$ cat src/hw/rtl/jitter_entropy_monobit_health_assert.svh
// Assertion macros shared by the monobit health RTL
`ifndef JITTER_ENTROPY_MONOBIT_HEALTH_ASSERT_SVH
`define JITTER_ENTROPY_MONOBIT_HEALTH_ASSERT_SVH

`ifndef SYNTHESIS

// Check a property on every clock edge out of reset
`define JEMH_ASSERT(name, prop, msg) \
  name: assert property (@(posedge clk) disable iff (!rst_n) (prop)) else $error(msg);

// Check that a condition implies a consequence in the next cycle
`define JEMH_ASSERT_NEXT(name, ante, cons, msg) \
  name: assert property (@(posedge clk) disable iff (!rst_n) (ante) |=> (cons)) else $error(msg);

`else

`define JEMH_ASSERT(name, prop, msg)
`define JEMH_ASSERT_NEXT(name, ante, cons, msg)

`endif

`endif

$ cat src/hw/rtl/jemh_pkg.sv
`default_nettype none

package jemh_pkg;

  // Configuration register indexes
  localparam logic [1:0] REG_BLOCK_BYTES = 2'd0;
  localparam logic [1:0] REG_ONES_LOW    = 2'd1;
  localparam logic [1:0] REG_ONES_HIGH   = 2'd2;
  localparam logic [1:0] REG_FAIL_LIMIT  = 2'd3;

  localparam int CFG_IDX_W  = 2;
  localparam int CFG_DATA_W = 15;

  // Reset values of the registers
  localparam logic [11:0] BLOCK_BYTES_RST = 12'd2500;
  localparam logic [14:0] ONES_LOW_RST    = 15'd9725;
  localparam logic [14:0] ONES_HIGH_RST   = 15'd10275;
  localparam logic [3:0]  FAIL_LIMIT_RST  = 4'd3;

  localparam int MAX_BLOCK_BYTES_DEF = 4095;
  // Largest length the 12-bit register can hold
  localparam int BLOCK_BYTES_TOP     = 4095;

  localparam logic [2:0] LAST_PHASE = 3'd7;
  localparam logic [3:0] RUN_TOP    = 4'hF;

  typedef struct packed {
    logic [15:0] timer_sample;
  } in_t;

  typedef struct packed {
    logic [7:0]  entropy_byte;
    logic        block_end;
    logic        block_pass;
    logic [14:0] ones_total;
    logic [3:0]  fail_run;
    logic        halted;
  } out_t;

  typedef struct packed {
    logic [11:0] block_bytes;
    logic [14:0] ones_low;
    logic [14:0] ones_high;
    logic [3:0]  fail_limit;
  } cfg_t;

  // Fold stage status towards the block test
  typedef struct packed {
    logic       emit;
    logic [7:0] entropy_byte;
  } fold_t;

  function automatic logic [3:0] popcount8(input logic [7:0] v);
    logic [3:0] n;
    n = 4'd0;
    for (int b = 0; b < 8; b++) begin
      n = n + 4'(v[b]);
    end
    return n;
  endfunction

endpackage

`default_nettype wire

$ cat src/hw/rtl/jemh_in_if.sv
`default_nettype none

interface jemh_in_if;
  logic            valid;
  logic            ready;
  jemh_pkg::in_t   data;

  modport source (output valid, output data, input ready);
  modport sink   (input valid, input data, output ready);
endinterface

`default_nettype wire

$ cat src/hw/rtl/jemh_out_if.sv
`default_nettype none

interface jemh_out_if;
  logic            valid;
  logic            ready;
  jemh_pkg::out_t  data;

  modport source (output valid, output data, input ready);
  modport sink   (input valid, input data, output ready);
endinterface

`default_nettype wire

$ cat src/hw/rtl/jemh_fold.sv
`default_nettype none

module jemh_fold (
  input  wire logic            clk,
  input  wire logic            rst_n,
  input  wire logic            fire,
  input  wire logic [15:0]     sample,
  output jemh_pkg::fold_t      fold
);

  logic [7:0] accum_r, accum_nxt;
  logic [2:0] phase_r, phase_nxt;
  logic [7:0] folded;

  // Fold both sample bytes into the accumulator
  assign folded = accum_r ^ sample[7:0] ^ sample[15:8];

  assign fold.emit         = (phase_r == jemh_pkg::LAST_PHASE);
  assign fold.entropy_byte = folded;

  // Advance the phase; clear the accumulator once a byte leaves
  always_comb begin
    accum_nxt = accum_r;
    phase_nxt = phase_r;
    if (fire) begin
      if (fold.emit) begin
        accum_nxt = 8'd0;
        phase_nxt = 3'd0;
      end else begin
        accum_nxt = folded;
        phase_nxt = phase_r + 3'd1;
      end
    end
  end

  always_ff @(posedge clk) begin
    if (!rst_n) begin
      accum_r <= 8'd0;
      phase_r <= 3'd0;
    end else begin
      accum_r <= accum_nxt;
      phase_r <= phase_nxt;
    end
  end

endmodule

`default_nettype wire

$ cat src/hw/rtl/jemh_test.sv
`default_nettype none

module jemh_test #(
  parameter int MAX_BLOCK_BYTES = jemh_pkg::MAX_BLOCK_BYTES_DEF
) (
  input  wire logic            clk,
  input  wire logic            rst_n,
  input  wire jemh_pkg::cfg_t  cfg,
  input  wire logic            step,
  input  wire logic [7:0]      entropy_byte,
  output jemh_pkg::out_t       result,
  output logic                 stopped
);

  // Effective length cap and the position counter width it needs
  localparam int CAP = (MAX_BLOCK_BYTES < jemh_pkg::BLOCK_BYTES_TOP) ?
                       MAX_BLOCK_BYTES : jemh_pkg::BLOCK_BYTES_TOP;
  localparam int POS_W = $clog2(CAP + 1);
  localparam logic [11:0] CAP_V = 12'(CAP);

  logic [POS_W-1:0] pos_r, pos_nxt;
  logic [14:0]      count_r, count_nxt;
  logic [3:0]       run_r, run_nxt;
  logic             stopped_r, stopped_nxt;

  logic [11:0] limit;
  logic [12:0] pos_inc;
  logic [14:0] count;
  logic        blk_end, pass, halt;
  logic [3:0]  run_inc;

  // Clamp the block length to the supported maximum
  assign limit   = (cfg.block_bytes > CAP_V) ? CAP_V : cfg.block_bytes;
  assign pos_inc = 13'(pos_r) + 13'd1;
  assign count   = count_r + 15'(jemh_pkg::popcount8(entropy_byte));
  assign blk_end = (pos_inc >= {1'b0, limit});
  assign pass    = (count > cfg.ones_low) && (count < cfg.ones_high);
  assign run_inc = (run_r != jemh_pkg::RUN_TOP) ? run_r + 4'd1 : run_r;
  assign halt    = blk_end && !pass && (run_inc >= cfg.fail_limit);

  // Next counts, run and halt flag
  always_comb begin
    pos_nxt     = pos_r;
    count_nxt   = count_r;
    run_nxt     = run_r;
    stopped_nxt = stopped_r;
    if (step) begin
      if (blk_end) begin
        pos_nxt     = '0;
        count_nxt   = 15'd0;
        run_nxt     = pass ? 4'd0 : run_inc;
        stopped_nxt = stopped_r | halt;
      end else begin
        pos_nxt   = pos_inc[POS_W-1:0];
        count_nxt = count;
      end
    end
  end

  // Build the result beat for the byte in hand
  always_comb begin
    result.entropy_byte = entropy_byte;
    result.block_end    = blk_end;
    result.block_pass   = blk_end && pass;
    result.ones_total   = blk_end ? count : 15'd0;
    result.fail_run     = blk_end ? (pass ? 4'd0 : run_inc) : run_r;
    result.halted       = halt;
  end

  assign stopped = stopped_r;

  always_ff @(posedge clk) begin
    if (!rst_n) begin
      pos_r     <= '0;
      count_r   <= 15'd0;
      run_r     <= 4'd0;
      stopped_r <= 1'b0;
    end else begin
      pos_r     <= pos_nxt;
      count_r   <= count_nxt;
      run_r     <= run_nxt;
      stopped_r <= stopped_nxt;
    end
  end

endmodule

`default_nettype wire

$ cat src/hw/rtl/jitter_entropy_monobit_health.sv
// Jitter entropy monobit health check.
// in_ch carries one 16-bit timer sample per beat (valid/ready). Every eighth
// sample the block folds the collected bytes into one entropy byte and sends
// it on out_ch together with the monobit verdict when that byte closes a
// test block. Each cfg_we write with cfg_index/cfg_wdata sets one of the four
// registers (block length, lower and upper ones bounds, failure limit);
// write them only while no sample is in flight.
// A sample is captured in the input register; the fold and block test work on
// it there and load its result beat into the result register, which drives
// out_ch. Throughput: one sample per cycle while out_ch does not stall, set by
// the single processing stage between the input and result registers.
// Reset restores the register defaults and clears the fold, the block counts
// and the failure run. When out_ch stalls, the result register holds its
// beat; samples that produce no byte keep flowing, and a sample that would
// produce one waits in the input register, deasserting in_ch.ready.
// After the failure limit is reached every sample is taken and dropped
// until the next reset.
`default_nettype none

module jitter_entropy_monobit_health #(
  parameter int MAX_BLOCK_BYTES = jemh_pkg::MAX_BLOCK_BYTES_DEF
) (
  input  wire logic                             clk,
  input  wire logic                             rst_n,
  jemh_in_if.sink                               in_ch,
  jemh_out_if.source                            out_ch,
  input  wire logic                             cfg_we,
  input  wire logic [jemh_pkg::CFG_IDX_W-1:0]   cfg_index,
  input  wire logic [jemh_pkg::CFG_DATA_W-1:0]  cfg_wdata
);

`include "jitter_entropy_monobit_health_assert.svh"

  jemh_pkg::cfg_t  cfg_r;
  logic            s1_v_r;
  logic [15:0]     s1_sample_r;
  logic            out_v_r;
  jemh_pkg::out_t  out_data_r;

  jemh_pkg::fold_t fold;
  jemh_pkg::out_t  result;
  logic            stopped;
  logic            out_free, s1_go, fire, step, emits;

  // Store register writes
  always_ff @(posedge clk) begin
    if (!rst_n) begin
      cfg_r.block_bytes <= jemh_pkg::BLOCK_BYTES_RST;
      cfg_r.ones_low    <= jemh_pkg::ONES_LOW_RST;
      cfg_r.ones_high   <= jemh_pkg::ONES_HIGH_RST;
      cfg_r.fail_limit  <= jemh_pkg::FAIL_LIMIT_RST;
    end else if (cfg_we) begin
      unique case (cfg_index)
        jemh_pkg::REG_BLOCK_BYTES: cfg_r.block_bytes <= cfg_wdata[11:0];
        jemh_pkg::REG_ONES_LOW:    cfg_r.ones_low    <= cfg_wdata[14:0];
        jemh_pkg::REG_ONES_HIGH:   cfg_r.ones_high   <= cfg_wdata[14:0];
        jemh_pkg::REG_FAIL_LIMIT:  cfg_r.fail_limit  <= cfg_wdata[3:0];
        default: ;
      endcase
    end
  end

  // Handshake: move the held sample on unless its byte has nowhere to go
  assign out_free    = !out_v_r || out_ch.ready;
  assign emits       = fold.emit && !stopped;
  assign s1_go       = s1_v_r && (!emits || out_free);
  assign fire        = s1_go && !stopped;
  assign step        = fire && fold.emit;
  assign in_ch.ready = !s1_v_r || s1_go;

  // Input register
  always_ff @(posedge clk) begin
    if (!rst_n) begin
      s1_v_r <= 1'b0;
    end else if (in_ch.ready) begin
      s1_v_r <= in_ch.valid;
    end
  end

  always_ff @(posedge clk) begin
    if (in_ch.ready && in_ch.valid) begin
      s1_sample_r <= in_ch.data.timer_sample;
    end
  end

  jemh_fold u_fold (
    .clk    (clk),
    .rst_n  (rst_n),
    .fire   (fire),
    .sample (s1_sample_r),
    .fold   (fold)
  );

  jemh_test #(
    .MAX_BLOCK_BYTES (MAX_BLOCK_BYTES)
  ) u_test (
    .clk          (clk),
    .rst_n        (rst_n),
    .cfg          (cfg_r),
    .step         (step),
    .entropy_byte (fold.entropy_byte),
    .result       (result),
    .stopped      (stopped)
  );

  // Result register: load a new beat or drop the taken one
  always_ff @(posedge clk) begin
    if (!rst_n) begin
      out_v_r <= 1'b0;
    end else if (out_free) begin
      out_v_r <= step;
    end
  end

  always_ff @(posedge clk) begin
    if (step) begin
      out_data_r <= result;
    end
  end

  assign out_ch.valid = out_v_r;
  assign out_ch.data  = out_data_r;

  `JEMH_ASSERT_NEXT(a_no_beat_after_halt, stopped && !out_v_r, !out_v_r, "beat after halt")
  `JEMH_ASSERT(a_halt_is_fail, !out_v_r || !out_data_r.halted || (out_data_r.block_end && !out_data_r.block_pass), "halt without failed block")
  `JEMH_ASSERT(a_pass_clears_run, !out_v_r || !out_data_r.block_pass || (out_data_r.fail_run == 4'd0), "pass with failure run")
  `JEMH_ASSERT_NEXT(a_stalled_sample_held, s1_v_r && !s1_go, s1_v_r && $stable(s1_sample_r), "held sample lost")

endmodule

`default_nettype wire

$ cat src/flat_wrapper.sv
// flat-port wrapper written by rule: the top's interface ports become plain ports
module jitter_entropy_monobit_health_flat 
#(
  parameter int MAX_BLOCK_BYTES = jemh_pkg::MAX_BLOCK_BYTES_DEF
)
  (clk, rst_n, cfg_we, cfg_index, cfg_wdata, in_ch_valid, in_ch_data, in_ch_ready, out_ch_valid, out_ch_data, out_ch_ready);
  jemh_in_if in_ch_i ();
  jemh_out_if out_ch_i ();
  input  wire logic clk;
  input  wire logic rst_n;
  input  wire logic cfg_we;
  input  wire logic [jemh_pkg::CFG_IDX_W-1:0] cfg_index;
  input  wire logic [jemh_pkg::CFG_DATA_W-1:0] cfg_wdata;
  input wire logic [$bits(in_ch_i.valid)-1:0] in_ch_valid;
  input wire logic [$bits(in_ch_i.data)-1:0] in_ch_data;
  output wire logic [$bits(in_ch_i.ready)-1:0] in_ch_ready;
  output wire logic [$bits(out_ch_i.valid)-1:0] out_ch_valid;
  output wire logic [$bits(out_ch_i.data)-1:0] out_ch_data;
  input wire logic [$bits(out_ch_i.ready)-1:0] out_ch_ready;
  assign in_ch_i.valid = in_ch_valid;
  assign in_ch_i.data = in_ch_data;
  assign in_ch_ready = in_ch_i.ready;
  assign out_ch_valid = out_ch_i.valid;
  assign out_ch_data = out_ch_i.data;
  assign out_ch_i.ready = out_ch_ready;
  jitter_entropy_monobit_health #(.MAX_BLOCK_BYTES(MAX_BLOCK_BYTES)) u_core (.clk(clk), .rst_n(rst_n), .in_ch(in_ch_i), .out_ch(out_ch_i), .cfg_we(cfg_we), .cfg_index(cfg_index), .cfg_wdata(cfg_wdata));
endmodule
$ cat config.mk
export PLATFORM = sky130hd
export DESIGN_NAME = jitter_entropy_monobit_health_flat
export DESIGN_NICKNAME = d
export VERILOG_FILES = /design/src/hw/rtl/jemh_pkg.sv /design/src/hw/rtl/jemh_in_if.sv /design/src/hw/rtl/jemh_out_if.sv /design/src/hw/rtl/jemh_fold.sv /design/src/hw/rtl/jemh_test.sv /design/src/hw/rtl/jitter_entropy_monobit_health.sv /design/src/flat_wrapper.sv
export VERILOG_INCLUDE_DIRS = /design/src /design/src/hw/rtl
export SDC_FILE = /design/constraint.sdc
export NUM_CORES = 1
export LEC_CHECK = 0
export BUFFER_PORTS_ARGS = -buffer_cell sky130_fd_sc_hd__buf_2
export CAP_MARGIN = 20
export CELL_PAD_IN_SITES_DETAIL_PLACEMENT = 1
export CELL_PAD_IN_SITES_GLOBAL_PLACEMENT = 2
export CORE_MARGIN = 2
export CORE_UTILIZATION = 40
export DETAILED_ROUTE_END_ITERATION = 10
export PLACE_DENSITY_LB_ADDON = 0.1
export SYNTH_ARGS = -nofsm -noshare
export SYNTH_HDL_FRONTEND = slang
export SYNTH_SLANG_ARGS = --single-unit
$ cat constraint.sdc
create_clock -name clk -period 8.8 [get_ports clk]
set_clock_uncertainty 0.15 [all_clocks]
set_input_delay 2.64 -clock clk [delete_from_list [all_inputs] [get_ports clk]]
set_output_delay 2.64 -clock clk [all_outputs]
set_load 0.02 [all_outputs]
**Yosys cells after proc, flatten, opt, wreduce, memory -nomap -nowiden**

Index checks and enable logic that the tools add are counted.

- Bits of input ports: 38
- Logic and storage cells: 74
- Output and inout port bits: 32
- Register bits: 137

- Eq/ne operators: 5
- Reductions and logical operators: 23
- Add/subtract/negate cells: 11
- Multiplexer cells: 8
- Bitwise gates (word level): 3
- Magnitude comparators: 5

Operator list:

| operator | count |
|---|---|
| 2-to-1 mux 12 bit | 2 |
| adder 4 x 1 -> 4 bit | 4 |
| XOR 8 bit | 2 |
| adder 15 x 4 -> 15 bit | 1 |
| > comparator 15 bit | 1 |
| less-than comparator 15 bit | 1 |
| 2-to-1 mux 15 bit | 1 |
| adder 12 x 1 -> 13 bit, second input constant | 1 |
| >= comparator 13 x 12 -> 1 bit | 1 |
| > comparator 12 bit, second input constant | 1 |
| 2-to-1 mux 4 bit | 3 |
| AND reduction 2 bit | 5 |
| logical AND 1 bit | 9 |
| 2-to-1 mux 8 bit | 1 |
| zero test 1 bit | 5 |
| adder 3 x 1 -> 4 bit | 1 |
| adder 4 x 1 -> 4 bit, second input constant | 1 |
| equality test 2 bit, second input constant | 2 |
| >= comparator 4 bit | 1 |
| inequality test 4 bit, second input constant | 1 |
| adder 2 x 1 -> 3 bit | 1 |
| adder 3 x 1 -> 3 bit, second input constant | 1 |
| equality test 3 bit, second input constant | 1 |
| logical OR 1 bit | 3 |
| 5 further kinds | 5 |

**Depth between registers and ports, before layout**

- Word-level depth: 16
- Depth in mapped cells: 22
- Mapped depth without buffers: 22

**Cells and area by module**

A second synthesis with hierarchy kept.

- Cell total of the unflattened synthesis: 775
- Area, all modules: 7609.8 µm²

Modules (own cells, without submodules):

| module | instances | cells an instance | area an instance (µm²) | sequential area each (µm²) |
|---|---|---|---|---|
| jemh_test | 1 | 460 | 3505.9 | 640.6 |
| jitter_entropy_monobit_health | 1 | 243 | 3369.5 | 2342.2 |
| jemh_fold | 1 | 72 | 734.5 | 220.2 |

**Worst setup path after synthesis**

OpenSTA, ideal clock, no wires.

- Path type: input-to-output
- From: input out_ch_ready
- To: output in_ch_ready
- Buffers on the path: 0
- Arrival time: 3.149 ns
- Required time: 6.010 ns
- Stages: 3
- Path slack: 2.861 ns
- Cell sequence: nand3b_1 > nor2_1 > inv_1

- Word-level cells in the longest chain between the ends: 4

Ends and longest elaborated chain:

| element | line | source |
|---|---|---|
| start, declared | flat_wrapper.sv:19 | `input wire logic [$bits(out_ch_i.ready)-1:0] out_ch_ready;` |
| logical OR 1 bit | jitter_entropy_monobit_health.sv:64 | `assign out_free = !out_v_r \|\| out_ch.ready;` |
| logical OR 1 bit | jitter_entropy_monobit_health.sv:66 | `assign s1_go = s1_v_r && (!emits \|\| out_free);` |
| logical AND 1 bit | jitter_entropy_monobit_health.sv:66 |  |
| logical OR 1 bit | jitter_entropy_monobit_health.sv:69 | `assign in_ch.ready = !s1_v_r \|\| s1_go;` |
| end, declared | flat_wrapper.sv:16 | `output wire logic [$bits(in_ch_i.ready)-1:0] in_ch_ready;` |

No other way between the ends.

==> results.ini <==
[run_status]
status=finished clean

[clock_network]
cts_tree=built
cts.sink_count=137
clockBufferDepth=2
htreeDepth=4
cts_hold_buf=0
cts_resized=0
clk_pin_slew_ps=70
numCtsBuffers=17
root_buffer=clkbuf_16
clock_latency_ps=430
cts_setup_buffers=0

[route]
drt_iter0_drc=186
drt_first_pass_iters=4
ant_nets=0
route.vias.total=5520
avgViaCountPerCell=5.24
drt-total-wl_mm=18.2
routedWlPerCell_um=17.3
drc=0

[global_routing]
overflow=0
grt_max_degree=99
grt_pass1_wl_mm=29.4
grtUsageTotal_pct=20.4
grt_antenna_before_repair=1
grt_pass1_vias=5771

[yosys]
synth_seq_cells=137
synth_cells=753
synth_edf_count=46
synth_area_leader_cell=dfxtp_1
yosysSeqAreaShare_pct=45.2
ys_types=54
syn_area_per_cell_sq_um=9.42
yosys-top-cells-area=dfxtp_1 26%, edfxtp_1 19%, ha_1 9.7%, nand2_1 6.4%, xnor2_1 4.2%
synth_area_sq_mm=0.00709
ys.flop_type=dfxtp_1
synth_top_area_share_pct=25.7
yosys_warnings=0
syn_nets=851
async_flop_share_pct=0

[power]
power.density_mw_per_mm2=208
ir_drop_uv=132
cellLeakagePower_nw=3.54

[sta]
max_slew.worst_pin.slew_ps=979
period_share_pct=78.4
finalSetupViolations=0
fmax_mhz=145
period_minus_slack_ps=6900
fin_tns_setup_ps=0
rsz0062_at_grt=no
slew_headroom_pct=34.7
slew_viol_final=0
hold_viol=0

[floorplan]
die_x_um=137
rows=48
start_util_pct=41.0
core_sq_mm=0.0173
die_h_um=137
dieArea_sq_mm=0.0188
io_pins=70

[critical_path]
critPathTopFamily=adder cells
ff2ff_setup_slack_ps=1900
crit_buf_inv=4
cp_cell_sequence=xnor2_1 > xnor2_1 > fa_1 > inv_1 > fa_1 > fa_1 > inv_1 > fa_1 > inv_1 > fa_1 > nor2b_1 > o21ai_0 > a211oi_1 > xnor2_1 > inv_1 > ha_1 > a21oi_1 > o21ai_0 > a2111oi_0 > o21ai_0 > nor2_1 > o31ai_1
worstPathArrival_ps=6910
crit_path_end_kind=flop
path_max_fanout=8
crit_start=u_core.s1_sample_r[10]$_DFFE_PP_
worst_path_most_repeated_cell=fa_1
r2r-start=u_core.s1_sample_r[10]$_DFFE_PP_
crit_slowest_cell=o21ai_0
required_ps=8810
path_class=flop to flop
slowest_delay_ps=550
start_kind=flop

[placed_design]
place_area_sq_mm=0.00761
dpl.hpwl_mm=13.4
port_buffers=69
gp_congestion=0.794

[hold_path]
hold_start=u_core.u_test.count_r[2]$_SDFFE_PN0P_
hold_class=flop to flop

[cells_and_area]
nets=912
syn2layout_area_growth_pct=15.6
finish.utilization_pct=47.4
design_area_sq_mm=0.00820
drive_gt1_share_pct=14.1

[job]
timing.max_cap.violations=0

layout make-up:
class	count	area, sq um
flip-flops and latches	137	3200
multi-input cells	509	3450
diodes	1	2.50
clock inverters	15	160
repair buffers	75	390
fillers	1970	9090
clock buffers	17	425
inverters	74	285
well taps	225	282
logic make-up after synthesis:
logic type | synth area share [%]
simple gates | 17.3
compound gates | 14.2
flops | 45.2
buf+inv | 6.14
fa+ha+maj | 11.1
xor+xnor | 4.94
mux | 1.15
synth_stat cells, types with 2 or more instances:
master    count
dfxtp_1      91
buf_2         6
nand2_1     120
fa_1          5
or2_2         2
ha_1         55
a211oi_1      7
xor2_1        6
nor2b_1      19
inv_1        72
nor4_1        2
o22ai_1       4
a21o_1        6
o211ai_1     21
nand3b_1      7
nand4_1       5
o21ai_0      25
mux2i_1       7
edfxtp_1     46
clkbuf_1     25
a32o_1        4
nor3_1        3
and3_1       10
o21a_1        3
a22oi_1      10
nor2_1       30
nand2b_1      5
xnor2_1      34
a31oi_1       2
o32ai_1       4
and2_1       18
a21boi_0     24
o31ai_1       9
and3b_1       5
nand3_1      15
a21oi_1      28
sequential cells by signal, summed over array words and instances, names as in the netlist:
register	count
u_core.out_ch.valid	1
u_core.cfg_r	46
u_core.u_fold.phase_r	3
u_core.out_ch.data	30
u_core.u_fold.accum_r	8
u_core.u_test.count_r	15
u_core.s1_sample_r	16
u_core.u_test.stopped	1
u_core.u_test.run_r	4
u_core.u_test.pos_r	12
u_core.s1_v_r	1
path summary, 6_finish.rpt:
kind / cells after the start / to
min reg2reg: 2 / u_core.u_test.count_r[2]$_SDFFE_PN0P_
max reg2reg: 22 / u_core.out_ch.data[3]$_DFFE_PP_
min: 2 / u_core.u_test.count_r[2]$_SDFFE_PN0P_
max: 22 / u_core.out_ch.data[3]$_DFFE_PP_
tightest hold or removal path, cell delays in order (launching register included):
cell,delay [ps]
dfxtp_1,310
nand2_1,50
a21oi_1,50
per-layer routing:
| layer | global-route usage [%] | share of wire (%) |
|---|---|---|
| met4 | 5.73 | 1.3 |
| met2 | 36.6 | 52 |
| met5 | 0 | 0 |
| met3 | 4.26 | 2.5 |
| met1 | 24.5 | 44 |
where the power goes:
| group | internal [mW] | switching [mW] | total [mW] |
|---|---|---|---|
| logic | 0.126 | 0.184 | 0.310 |
| clock network | 0.400 | 0.312 | 0.713 |
| registers | 0.672 | 0.00900 | 0.681 |
| total | 1.20 | 0.506 | 1.70 |
metrics by stage:
step | hold WS (ps) | cells | total power, mW | setup slack [ps]
CTS | 321 | 1052 | 1.73 | 1900
global route | 342 | 1052 | 1.80 | 1300
finish | 320 | 1053 | 1.70 | 1900
detailed placement | 312 | 1020 | 1.01 | 1880
floorplan | 261 | 753 | 0.910 | 2860
global placement | 297 | 1020 | 0.993 | 2180
cells in the final DEF, fill, tap and decap left out, drive strengths merged, types with 5 or more instances in the layout:
cell type	n
a211oi	7
a21boi	24
a21o	6
a21oi	28
a22oi	10
and2	18
and3	10
and3b	5
buf	75
clkbuf	17
dfxtp	91
edfxtp	46
fa	5
ha	55
inv	81
mux2i	7
nand2	120
nand2b	6
nand3	17
nand3b	7
nand4	5
nor2	31
nor2b	19
o211ai	21
o21ai	25
o31ai	9
xnor2	34
xor2	6
No activity file was read; power rests on OpenSTA's default activity.
